--- src/rtl/core/rde_pkg.sv ---
package rde_pkg;

  localparam int unsigned RADIX_W     = 6;
  localparam int unsigned MAG_W       = 31;
  localparam int unsigned CHAR_W      = 7;
  localparam int unsigned DIVIDEND_W  = 32;
  localparam int unsigned DIV_BITS    = 8;
  localparam int unsigned DIV_STEPS   = DIVIDEND_W / DIV_BITS;
  localparam int unsigned MIN_RADIX   = 2;
  localparam int unsigned MAX_RADIX   = 36;
  localparam int unsigned DEC_DIGITS  = 10;

  localparam logic [CHAR_W-1:0] MINUS_CODE = 7'h2D;
  localparam logic [CHAR_W-1:0] ZERO_CODE  = 7'h30;
  localparam logic [CHAR_W-1:0] ALPHA_CODE = 7'h41;
  localparam logic [CHAR_W-1:0] ERROR_CODE = 7'h00;

  typedef struct packed {
    logic start;
    logic div_step;
    logic emit_err;
    logic emit_zero;
    logic emit_sign;
    logic fetch;
    logic emit_digit;
  } rde_cmd_t;

  typedef struct packed {
    logic radix_bad;
    logic in_zero;
    logic div_last;
    logic quot_zero;
    logic neg;
    logic out_last;
  } rde_status_t;

  function automatic logic [CHAR_W-1:0] rde_glyph(input logic [RADIX_W-1:0] d);
    logic [RADIX_W-1:0] v;
    v = (d >= RADIX_W'(MAX_RADIX)) ? d - RADIX_W'(MAX_RADIX) : d;
    if (v < RADIX_W'(DEC_DIGITS)) begin
      return ZERO_CODE + CHAR_W'(v);
    end
    return ALPHA_CODE + CHAR_W'(v - RADIX_W'(DEC_DIGITS));
  endfunction

endpackage

--- src/rtl/core/rde_if.sv ---
interface rde_in_if;
  logic        valid;
  logic        ready;
  logic [30:0] magnitude;
  logic        negative;

  modport source (output valid, output magnitude, output negative, input ready);
  modport sink (input valid, input magnitude, input negative, output ready);
endinterface

interface rde_out_if;
  logic       valid;
  logic       ready;
  logic [6:0] char_code;
  logic       last_char;
  logic       bad_radix;

  modport source (output valid, output char_code, output last_char, output bad_radix,
                  input ready);
  modport sink (input valid, input char_code, input last_char, input bad_radix,
                output ready);
endinterface

--- src/rtl/core/rde_ctrl.sv ---
module rde_ctrl
  import rde_pkg::*;
(
  input  logic        clk,
  input  logic        rst,
  input  logic        in_valid,
  output logic        in_ready,
  output logic        out_valid,
  input  logic        out_ready,
  input  rde_status_t status,
  output rde_cmd_t    cmd
);

  typedef enum logic [2:0] {
    S_IDLE,
    S_DIVIDE,
    S_FETCH,
    S_LOAD,
    S_SEND
  } state_t;

  state_t state;
  state_t state_next;

  always_comb begin
    cmd        = '0;
    state_next = state;
    unique case (state)
      S_IDLE: begin
        if (in_valid) begin
          cmd.start = 1'b1;
          if (status.radix_bad) begin
            cmd.emit_err = 1'b1;
            state_next   = S_SEND;
          end else if (status.in_zero) begin
            cmd.emit_zero = 1'b1;
            state_next    = S_SEND;
          end else begin
            state_next = S_DIVIDE;
          end
        end
      end
      S_DIVIDE: begin
        cmd.div_step = 1'b1;
        if (status.div_last && status.quot_zero) begin
          if (status.neg) begin
            cmd.emit_sign = 1'b1;
            state_next    = S_SEND;
          end else begin
            state_next = S_FETCH;
          end
        end
      end
      S_FETCH: begin
        cmd.fetch  = 1'b1;
        state_next = S_LOAD;
      end
      S_LOAD: begin
        cmd.emit_digit = 1'b1;
        state_next     = S_SEND;
      end
      S_SEND: begin
        if (out_ready) begin
          state_next = status.out_last ? S_IDLE : S_FETCH;
        end
      end
      default: state_next = S_IDLE;
    endcase
  end

  always_ff @(posedge clk) begin
    if (rst) begin
      state <= S_IDLE;
    end else begin
      state <= state_next;
    end
  end

  assign in_ready  = (state == S_IDLE);
  assign out_valid = (state == S_SEND);

endmodule

--- src/rtl/core/rde_datapath.sv ---
module rde_datapath
  import rde_pkg::*;
#(
  parameter int unsigned DIGIT_BUFFER_DEPTH = 32
) (
  input  logic                clk,
  input  logic                rst,
  input  logic                cfg_we,
  input  logic [RADIX_W-1:0]  cfg_data,
  input  logic [MAG_W-1:0]    in_magnitude,
  input  logic                in_negative,
  input  rde_cmd_t            cmd,
  output rde_status_t         status,
  output logic [CHAR_W-1:0]   out_code,
  output logic                out_last,
  output logic                out_bad
);

  localparam int unsigned AW = $clog2(DIGIT_BUFFER_DEPTH);
  localparam int unsigned CW = $clog2(DIGIT_BUFFER_DEPTH + 1);
  localparam int unsigned SW = $clog2(DIV_STEPS);

  logic [RADIX_W-1:0]    radix;
  logic [DIVIDEND_W-1:0] quot;
  logic [RADIX_W-1:0]    rem;
  logic                  neg;
  logic [SW-1:0]         step;
  logic [CW-1:0]         count;
  logic [RADIX_W-1:0]    rd_data;
  logic [RADIX_W-1:0]    digit_mem [DIGIT_BUFFER_DEPTH];

  logic [DIVIDEND_W-1:0] quot_next;
  logic [RADIX_W-1:0]    rem_next;
  logic                  div_last;
  logic [CW-1:0]         count_dec;

  always_comb begin
    logic [RADIX_W:0]      r2;
    logic [RADIX_W-1:0]    r;
    logic [DIVIDEND_W-1:0] q;
    logic                  ge;
    r = rem;
    q = quot;
    for (int i = 0; i < DIV_BITS; i++) begin
      r2 = {r, q[DIVIDEND_W-1]};
      ge = (r2 >= {1'b0, radix});
      q  = {q[DIVIDEND_W-2:0], ge};
      r  = ge ? RADIX_W'(r2 - {1'b0, radix}) : r2[RADIX_W-1:0];
    end
    quot_next = q;
    rem_next  = r;
  end

  assign div_last  = (step == SW'(DIV_STEPS - 1));
  assign count_dec = count - CW'(1);

  always_ff @(posedge clk) begin
    if (rst) begin
      radix <= RADIX_W'(10);
    end else if (cfg_we) begin
      radix <= cfg_data;
    end
  end

  always_ff @(posedge clk) begin
    if (rst) begin
      step  <= '0;
      count <= '0;
    end else if (cmd.start) begin
      step  <= '0;
      count <= '0;
    end else if (cmd.div_step) begin
      step <= step + SW'(1);
      if (div_last && count < CW'(DIGIT_BUFFER_DEPTH)) begin
        count <= count + CW'(1);
      end
    end else if (cmd.fetch) begin
      count <= count_dec;
    end
  end

  always_ff @(posedge clk) begin
    if (cmd.start) begin
      quot <= {1'b0, in_magnitude};
      rem  <= '0;
      neg  <= in_negative;
    end else if (cmd.div_step) begin
      quot <= quot_next;
      rem  <= div_last ? '0 : rem_next;
    end
  end

  always_ff @(posedge clk) begin
    if (cmd.div_step && div_last && count < CW'(DIGIT_BUFFER_DEPTH)) begin
      digit_mem[count[AW-1:0]] <= rem_next;
    end
    if (cmd.fetch) begin
      rd_data <= digit_mem[count_dec[AW-1:0]];
    end
  end

  always_ff @(posedge clk) begin
    if (cmd.emit_err) begin
      out_code <= ERROR_CODE;
      out_last <= 1'b1;
      out_bad  <= 1'b1;
    end else if (cmd.emit_zero) begin
      out_code <= ZERO_CODE;
      out_last <= 1'b1;
      out_bad  <= 1'b0;
    end else if (cmd.emit_sign) begin
      out_code <= MINUS_CODE;
      out_last <= 1'b0;
      out_bad  <= 1'b0;
    end else if (cmd.emit_digit) begin
      out_code <= rde_glyph(rd_data);
      out_last <= (count == '0);
      out_bad  <= 1'b0;
    end
  end

  always_comb begin
    status.radix_bad = (radix < RADIX_W'(MIN_RADIX)) || (radix > RADIX_W'(MAX_RADIX));
    status.in_zero   = (in_magnitude == '0);
    status.div_last  = div_last;
    status.quot_zero = (quot_next == '0);
    status.neg       = neg;
    status.out_last  = out_last;
  end

endmodule

--- src/rtl/core/radix_digit_emitter.sv ---
// Converts a 31-bit magnitude with a sign flag into ASCII characters in the base held
// in the radix register (2 to 36, reset 10), most significant digit first, with '-'
// ahead of a negative nonzero value and last_char on the final character. Zero gives
// one '0'; a base outside 2..36 gives one result with bad_radix set and char_code 0.
// One request is converted at a time. A bad radix or a zero magnitude yields its result
// in the cycle after the request. Otherwise the digits come from the shared restoring
// divider (8 quotient bits per cycle); a '-' sign is then loaded straight into the
// output, and each digit goes through digit buffer read, output load and send, the send
// waiting until the sink is ready.
// Only the DIGIT_BUFFER_DEPTH least significant digits are kept.
module radix_digit_emitter
  import rde_pkg::*;
#(
  parameter int unsigned DIGIT_BUFFER_DEPTH = 32
) (
  input  logic               clk,
  input  logic               rst,
  input  logic               cfg_we,
  input  logic [RADIX_W-1:0] cfg_data,
  rde_in_if.sink             in_ch,
  rde_out_if.source          out_ch
);

  rde_cmd_t    cmd;
  rde_status_t status;

  rde_ctrl u_ctrl (
    .clk       (clk),
    .rst       (rst),
    .in_valid  (in_ch.valid),
    .in_ready  (in_ch.ready),
    .out_valid (out_ch.valid),
    .out_ready (out_ch.ready),
    .status    (status),
    .cmd       (cmd)
  );

  rde_datapath #(
    .DIGIT_BUFFER_DEPTH (DIGIT_BUFFER_DEPTH)
  ) u_datapath (
    .clk          (clk),
    .rst          (rst),
    .cfg_we       (cfg_we),
    .cfg_data     (cfg_data),
    .in_magnitude (in_ch.magnitude),
    .in_negative  (in_ch.negative),
    .cmd          (cmd),
    .status       (status),
    .out_code     (out_ch.char_code),
    .out_last     (out_ch.last_char),
    .out_bad      (out_ch.bad_radix)
  );

  a_no_overlap: assert property (@(posedge clk) disable iff (rst)
    !(in_ch.ready && out_ch.valid))
    else $error("input ready while a result is pending");

  a_bad_is_last: assert property (@(posedge clk) disable iff (rst)
    out_ch.valid && out_ch.bad_radix |-> out_ch.last_char)
    else $error("error result not marked last");

  a_zero_single: assert property (@(posedge clk) disable iff (rst)
    in_ch.valid && in_ch.ready && (in_ch.magnitude == '0)
    |=> out_ch.valid && out_ch.last_char)
    else $error("zero magnitude did not give a single result");

  a_last_returns: assert property (@(posedge clk) disable iff (rst)
    out_ch.valid && out_ch.ready && out_ch.last_char |=> in_ch.ready)
    else $error("not idle after final character");

endmodule

--- src/flat_wrapper.sv ---
// flat-port wrapper written by rule: the top's interface ports become plain ports
module radix_digit_emitter_flat import rde_pkg::*;
#(
  parameter int unsigned DIGIT_BUFFER_DEPTH = 32
)
  (clk, rst, cfg_we, cfg_data, in_ch_valid, in_ch_magnitude, in_ch_negative, in_ch_ready, out_ch_valid, out_ch_char_code, out_ch_last_char, out_ch_bad_radix, out_ch_ready);
  rde_in_if in_ch_i ();
  rde_out_if out_ch_i ();
  input  logic clk;
  input  logic rst;
  input  logic cfg_we;
  input  logic [RADIX_W-1:0] cfg_data;
  input wire logic [$bits(in_ch_i.valid)-1:0] in_ch_valid;
  input wire logic [$bits(in_ch_i.magnitude)-1:0] in_ch_magnitude;
  input wire logic [$bits(in_ch_i.negative)-1:0] in_ch_negative;
  output wire logic [$bits(in_ch_i.ready)-1:0] in_ch_ready;
  output wire logic [$bits(out_ch_i.valid)-1:0] out_ch_valid;
  output wire logic [$bits(out_ch_i.char_code)-1:0] out_ch_char_code;
  output wire logic [$bits(out_ch_i.last_char)-1:0] out_ch_last_char;
  output wire logic [$bits(out_ch_i.bad_radix)-1:0] out_ch_bad_radix;
  input wire logic [$bits(out_ch_i.ready)-1:0] out_ch_ready;
  assign in_ch_i.valid = in_ch_valid;
  assign in_ch_i.magnitude = in_ch_magnitude;
  assign in_ch_i.negative = in_ch_negative;
  assign in_ch_ready = in_ch_i.ready;
  assign out_ch_valid = out_ch_i.valid;
  assign out_ch_char_code = out_ch_i.char_code;
  assign out_ch_last_char = out_ch_i.last_char;
  assign out_ch_bad_radix = out_ch_i.bad_radix;
  assign out_ch_i.ready = out_ch_ready;
  radix_digit_emitter #(.DIGIT_BUFFER_DEPTH(DIGIT_BUFFER_DEPTH)) u_core (.clk(clk), .rst(rst), .cfg_we(cfg_we), .cfg_data(cfg_data), .in_ch(in_ch_i), .out_ch(out_ch_i));
endmodule
--- config.mk ---
export PLATFORM = sky130hd
export DESIGN_NAME = radix_digit_emitter_flat
export DESIGN_NICKNAME = d
export VERILOG_FILES = /design/src/rtl/core/rde_pkg.sv /design/src/rtl/core/rde_if.sv /design/src/rtl/core/rde_ctrl.sv /design/src/rtl/core/rde_datapath.sv /design/src/rtl/core/radix_digit_emitter.sv /design/src/flat_wrapper.sv
export SDC_FILE = /design/constraint.sdc
export NUM_CORES = 1
export LEC_CHECK = 0
export CORE_UTILIZATION = 60
export CTS_CLUSTER_SIZE = 24
export DETAILED_ROUTE_END_ITERATION = 6
export DONT_BUFFER_PORTS = 1
export GPL_TIMING_DRIVEN = 0
export HOLD_SLACK_MARGIN = 0.02
export PLACE_DENSITY_LB_ADDON = 0.12
export SLEW_MARGIN = 10
export SYNTH_ARGS = -nofsm -noshare
export SYNTH_HDL_FRONTEND = slang
export SYNTH_HIERARCHICAL = 1
export SYNTH_SLANG_ARGS = --single-unit
--- constraint.sdc ---
create_clock -name clk -period 19.1 [get_ports clk]
set_input_delay 5.73 -clock clk [delete_from_list [all_inputs] [get_ports clk]]
set_output_delay 5.73 -clock clk [all_outputs]
set_load 0.03 [all_outputs]
==> results of run 1 <==
[Yosys cell counts (22+ instances only)]
| cell | n | area, sq um |
|---|---|---|
| a21oi_1 | 40 | 200 |
| o21ai_0 | 32 | 160 |
| dfxtp_1 | 33 | 661 |
| mux2_2 | 42 | 473 |
| mux4_2 | 60 | 1350 |
| nor2_1 | 92 | 345 |
| ha_1 | 60 | 751 |
| a21o_1 | 24 | 180 |
| mux2i_1 | 22 | 220 |
| xnor2_1 | 27 | 236 |
| inv_1 | 54 | 203 |
| nand2_1 | 47 | 176 |
| edfxtp_1 | 230 | 6910 |
[cell type report]
| class | count | area share [%] |
|---|---|---|
| Clock inverter | 15 | 1.47 |
| Inverter | 56 | 1.39 |
| Clock buffer | 35 | 4.90 |
| Multi-Input combinational cell | 688 | 39.3 |
| Antenna cell | 1 | 0.0160 |
| Buffer | 37 | 1.30 |
| Timing Repair Buffer | 11 | 0.704 |
| Sequential cell | 263 | 48.4 |
| Tap cell | 313 | 2.50 |
[worst max-delay path, delay by kind of cell (launching register included)]
| kind | cells | cell delay, ns |
|---|---|---|
| AO/OA/AOI/OAI | 34 | 8.30 |
| AND/OR/NAND/NOR | 22 | 3.14 |
| adder cells (fa/ha/maj) | 8 | 2.50 |
| multiplexers | 5 | 1.94 |
| buffers and inverters | 7 | 1.42 |
| flip-flops | 1 | 0.40 |
[state kept, by name, indices dropped and copies added (netlist names)]
| signal | count |
|---|---|
| u_core/u_ctrl/state | 3 |
| u_core/u_datapath/count | 6 |
| u_core/u_datapath/digit_mem | 192 |
| u_core/u_datapath/neg | 1 |
| u_core/u_datapath/out_bad | 1 |
| u_core/u_datapath/out_code | 7 |
| u_core/u_datapath/out_last | 1 |
| u_core/u_datapath/quot | 32 |
| u_core/u_datapath/radix | 6 |
| u_core/u_datapath/rd_data | 6 |
| u_core/u_datapath/rem | 6 |
| u_core/u_datapath/step | 2 |
[layer usage]
metal / GRT usage (%) / up-vias
met5: 0 / -
met4: 7.02 / 0
met3: 6.60 / 51
met2: 40.5 / 381
met1: 42.0 / 4527
li1: - / 4131
[what timing repair did]
| action | CTS | global route |
|---|---|---|
| endpoints found under the hold margin | 0 | 0 |
| endpoints found under the setup margin | 209 | 211 |
| resized for setup | 4 | 14 |
| buffers inserted | 1 | 8 |
| hold buffers | 0 | 0 |
[logic make-up after synthesis]
kind of cell | after synthesis | share of synthesized area [%]
AOI/OAI and AO/OA | 190 | 9.89
xor gates and xnor gates | 39 | 2.43
adders and majority gates | 68 | 6.48
buffers and inverters | 93 | 2.93
DFF | 263 | 53.9
muxes | 126 | 14.8
and+or+nand+nor | 265 | 9.64
[how the worst max path moves through the flow]
stage	startpoint	end	slack, ns	cells past startpoint
after detailed placement	u_core/u_datapath/radix[1]$_SDFFE_PP1P_	u_core/u_datapath/digit_mem[4][3]$_DFFE_PP_	-0.81	73
after floorplan	u_core/u_datapath/radix[1]$_SDFFE_PP1P_	u_core/u_datapath/digit_mem[0][1]$_DFFE_PP_	2.45	71
final	u_core/u_datapath/radix[2]$_SDFFE_PP0P_	u_core/u_datapath/out_bad$_SDFFE_PP1P_	1.27	76
after CTS	u_core/u_datapath/radix[1]$_SDFFE_PP1P_	u_core/u_datapath/out_bad$_SDFFE_PP1P_	0.12	76
after global routing	u_core/u_datapath/radix[1]$_SDFFE_PP1P_	u_core/u_datapath/out_bad$_SDFFE_PP1P_	0.004	76
after global placement	u_core/u_datapath/radix[1]$_SDFFE_PP1P_	u_core/u_datapath/digit_mem[4][1]$_DFFE_PP_	-1.96	71
[through the flow]
| stage | setup WS [ns] | setup TNS (ns) | util (%) | hold WS [ns] | cell area [sq um] |
|---|---|---|---|---|---|
| 4_1_cts | 0.120 | 0 | 68.2 | 0.497 | 15500 |
| 3_5_place_dp | -0.810 | -73.37 | 63.7 | 0.481 | 14500 |
| 2_1_floorplan | 2.45 | 0 | - | 0.440 | 14000 |
| 3_3_place_gp | -1.96 | -184.82 | 63.4 | 0.468 | 14400 |
| 5_1_grt | 0.00414 | 0 | 68.6 | 0.519 | 15600 |
| 6_report | 1.27 | 0 | 68.6 | 0.500 | 15600 |
==> results.toml, run 1 <==
[detailed_routing]
dr_total_vias = 9090
wl_per_cell_um = 23.0
wl_met1_um = 14800
drt-total-wl_um = 32700
top_layer = "met4"
wl_met3_um = 3010
met2_length_um = 14300
drt_iter0_markers = 866
drcViolationCount = 0
postRouteAntennaNets = 0
viasPerCell = 6.41
drtPass1Iterations = 5

[place]
dp.cells = 1359
io_buffer_count = 0
place.gp.congestion = 0.890
post-dp-hpwl_um = 23000

[hold_path]
hold_depth = 2
hp-class = "reg2reg"
min_to = "u_core/u_datapath/radix[5]$_SDFFE_PP0P_"
worstHoldStart = "u_core/u_datapath/radix[5]$_SDFFE_PP0P_"

[yosys]
syn_avg_cell_area_sq_um = 13.5
seq_area_frac_synth_pct = 53.9
syn_inst = 1044
ys_dominant_reg_cell = "edfxtp_1"
async_flop_share_pct = 0
ys_seq_elements = 263
synth_edf_count = 230
yosysUniqueCellTypes = 89
yosysWarningCount = 6
syn_nets = 1155
syn_area_sq_mm = 0.0140

[sta]
slew_headroom_pct = 29.2
hold_viol = 0
rsz0062_at_grt = "no"
finalSetupViolCount = 0
min_period_ns = 17.83
fin_skew_ns = 0.0143
finalCritPeriodShare_pct = 93.4
tightestPinTransition_ns = 1.05
drv_slew = 0
max_freq_mhz = 56.1

[floorplan]
die_x_um = 155
dieHeight_um = 155
initial_core_util_pct = 61.7
die_area_sq_mm = 0.0240
coreArea_sq_mm = 0.0228
top_level_ports = 54
rows = 55

[setup_path]
crit_path_end_kind = "flop"
crit_fanout = 10
critPathSlowestCell = "dfxtp_1"
start_kind = "flop"
max_stage_delay_ns = 0.40
timing.rr.start = "u_core/u_datapath/radix[2]$_SDFFE_PP0P_"
path_common_cell = "a21o_1"
required_ns = 19.53
cp_data_arrival_time_ns = 18.26
worstSetupPathType = "reg2reg"
reg2reg_depth = 76
r2r_slack_ns = 1.27
r2r_end = "u_core/u_datapath/out_bad$_SDFFE_PP1P_"

[cells_and_area]
nets = 1195
final_cells = 1419
mostFrequentLayoutCell = "edfxtp_1"
drive_gt1_share_pct = 19.5
syn_to_final_growth_pct = 11.3
nFillCells = 1581
seqCellArea_sq_mm = 0.00757
layout_common_cells = "230 x edfxtp_1, 90 x nor2_1, 60 x mux4_2, 60 x ha_1, 51 x inv_1"
multi_input_area_sq_mm = 0.00614

[clocking]
cts_root_buf = "clkbuf_16"
clk_path_buf_depth = 3
cts_buffers = 27
cts_tree = "done"
insertion_delay_ns = 0.55
cts_sinks = 263
clk_transition_reported_paths_ns = 0.06
htreeDepth = 1

[grt]
track_usage_pct = 27.8
antenna_found_initial = 1
grt_pass1_vias = 8823
grt_remaining_overflow = 0
grt_max_degree = 34
grt_pass1_wl_um = 50000

[status]
outcome = "completed"

[job]
max_cap_viol_count = 0
Power of run 1 is left out: the tool's default activity adds up to more than one toggle a clock period on the data nets, which glitch-free logic cannot reach.
==> run 2, diff against run 1 <==
--- a/config.mk
+++ b/config.mk
@@ -7,2 +7,3 @@
 export LEC_CHECK = 0
+export BUFFER_PORTS_ARGS = -buffer_cell sky130_fd_sc_hd__buf_2
 export CORE_UTILIZATION = 60
@@ -10,3 +11,2 @@
 export DETAILED_ROUTE_END_ITERATION = 6
-export DONT_BUFFER_PORTS = 1
 export GPL_TIMING_DRIVEN = 0
--- a/constraint.sdc
+++ b/constraint.sdc
@@ -3,2 +3,2 @@
 set_output_delay 5.73 -clock clk [all_outputs]
-set_load 0.03 [all_outputs]
+set_load 0.01 [all_outputs]
==> run 2 against run 1 <==
  * Sequential share of layout area decreased by 0.54 points
  * Worst hold slack got worse by 0.0011 ns
  * Register-to-register slack improved by 0.04 ns
  * Design area increased by 1.1%
  * Setup slack improved by 0.036 ns
==> results.toml, run 2 (synthesis gave the netlist of run 1 again) <==
[hold_path]
worstHoldStart = "u_core/u_datapath/out_bad$_SDFFE_PP1P_"
hp-class = "reg2reg"
min_to = "u_core/u_datapath/out_bad$_SDFFE_PP1P_"
hold_depth = 1

[floorplan]
rows = 55
initial_core_util_pct = 61.7
dieHeight_um = 155
die_x_um = 155
die_area_sq_mm = 0.0240
coreArea_sq_mm = 0.0228
top_level_ports = 54

[cells_and_area]
seqCellArea_sq_mm = 0.00757
syn_to_final_growth_pct = 12.5
mostFrequentLayoutCell = "edfxtp_1"
final_util_pct = 69.4
final_cells = 1463
layout_common_cells = "230 x edfxtp_1, 90 x nor2_1, 60 x mux4_2, 60 x ha_1, 54 x buf_2"
drive_gt1_share_pct = 22.3
multi_input_area_sq_mm = 0.00613
largest_reg_flops = 192
nets = 1240
nFillCells = 1591
diodes = 0

[setup_path]
required_ns = 19.58
cp_data_arrival_time_ns = 18.27
worstSetupPathType = "reg2reg"
path_common_cell = "a21o_1"
start_kind = "flop"
r2r_end = "u_core/u_datapath/rem[1]$_SDFFE_PP0P_"
critPathSlowestCell = "mux2i_4"
r2r_slack_ns = 1.31
max_stage_delay_ns = 0.65
reg2reg_depth = 73
timing.rr.start = "u_core/u_datapath/radix[2]$_SDFFE_PP0P_"
crit_fanout = 17
crit_path_end_kind = "flop"

[clocking]
clk_transition_reported_paths_ns = 0.06
clk_path_buf_depth = 3
cts_root_buf = "clkbuf_16"
cts_tree = "done"
htreeDepth = 1
cts_sinks = 263
cts_buffers = 27
insertion_delay_ns = 0.54
hold_buffers = 0

[grt]
grt_pass1_wl_um = 49800
grt_pass1_vias = 8812
track_usage_pct = 27.6
antenna_found_initial = 1
grt_max_degree = 34
grt_remaining_overflow = 0

[place]
io_buffer_count = 52
post-dp-hpwl_um = 22700
place.gp.congestion = 0.897
dp.cells = 1411

[detailed_routing]
postRouteAntennaNets = 0
drtPass1Iterations = 7
drt_iter0_markers = 828
viasPerCell = 6.35
dr_total_vias = 9283
wl_per_cell_um = 22.2
drcViolationCount = 0
drt-total-wl_um = 32500

[status]
outcome = "completed"

[sta]
min_period_ns = 17.79
tightestPinTransition_ns = 1.16
finalSetupViolCount = 0
max_freq_mhz = 56.2
slew_headroom_pct = 22.7
finalCritPeriodShare_pct = 93.2
setup_tns_ns = 0
fin_skew_ns = 0.0163
drv_slew = 0
hold_viol = 0
rsz0062_at_grt = "no"

[job]
max_cap_viol_count = 0
run 2: cell types whose count changed in the layout (fill, tap and decap cells not counted), sizes merged:
cell / delta
buf: +46
clkinv: -5
clkinvlp: +1
clkbuf: +2
inv: +1
diode: -1
run 2: worst max-delay path: cells and delay by family (launching register included):
kind / cells / cell delay (ns)
adder cells (fa/ha/maj): 8 / 2.55
AND/OR/NAND/NOR: 15 / 1.94
flip-flops: 1 / 0.39
buffers and inverters: 9 / 1.71
multiplexers: 7 / 2.85
AO/OA/AOI/OAI: 34 / 8.26
run 2: metal layers:
layer | vias up | wire (um) | GRT usage [%]
met3 | 61 | 3320 | 7.08
met4 | 2 | 742 | 7.54
met1 | 4542 | 14100 | 40.6
met2 | 456 | 14400 | 40.9
met5 | - | 13 | 0
li1 | 4222 | - | -
run 2: final cells by class:
type,count,share of cell area [%]
Multi-Input combinational cell,688,38.8
Tap cell,313,2.48
Clock buffer,38,4.91
Buffer,36,1.26
Clock inverter,12,1.33
Sequential cell,263,47.9
Inverter,56,1.38
Timing Repair Buffer,57,1.98
run 2: what timing repair did:
action	4_1_cts	5_1_grt
setup endpoints to repair	204	211
resized for setup	3	13
buffers inserted	1	2
pin swaps	0	0
hold endpoints to repair	0	0
run 2: stage by stage:
step	setup WS (ns)	instance area (sq um)	hold slack [ns]
4_1_cts	0.151	15800	0.497
2_1_floorplan	2.45	14000	0.440
6_report	1.31	15800	0.498
3_3_place_gp	-1.83	14700	0.475
3_5_place_dp	-0.673	14800	0.480
5_1_grt	0.0238	15800	0.521
run 2: worst max-delay path by stage:
stage / endpoint / startpoint / slack, ns
floorplan: u_core/u_datapath/digit_mem[0][1]$_DFFE_PP_ / u_core/u_datapath/radix[1]$_SDFFE_PP1P_ / 2.45
global placement: u_core/u_datapath/digit_mem[20][1]$_DFFE_PP_ / u_core/u_datapath/radix[1]$_SDFFE_PP1P_ / -1.83
detailed placement: u_core/u_datapath/digit_mem[4][3]$_DFFE_PP_ / u_core/u_datapath/radix[1]$_SDFFE_PP1P_ / -0.67
CTS: u_core/u_datapath/out_bad$_SDFFE_PP1P_ / u_core/u_datapath/radix[1]$_SDFFE_PP1P_ / 0.15
global route: u_core/u_datapath/out_bad$_SDFFE_PP1P_ / u_core/u_datapath/radix[2]$_SDFFE_PP0P_ / 0.02
finish: u_core/u_datapath/rem[1]$_SDFFE_PP0P_ / u_core/u_datapath/radix[2]$_SDFFE_PP0P_ / 1.31
Power of run 2 is left out for the same reason.
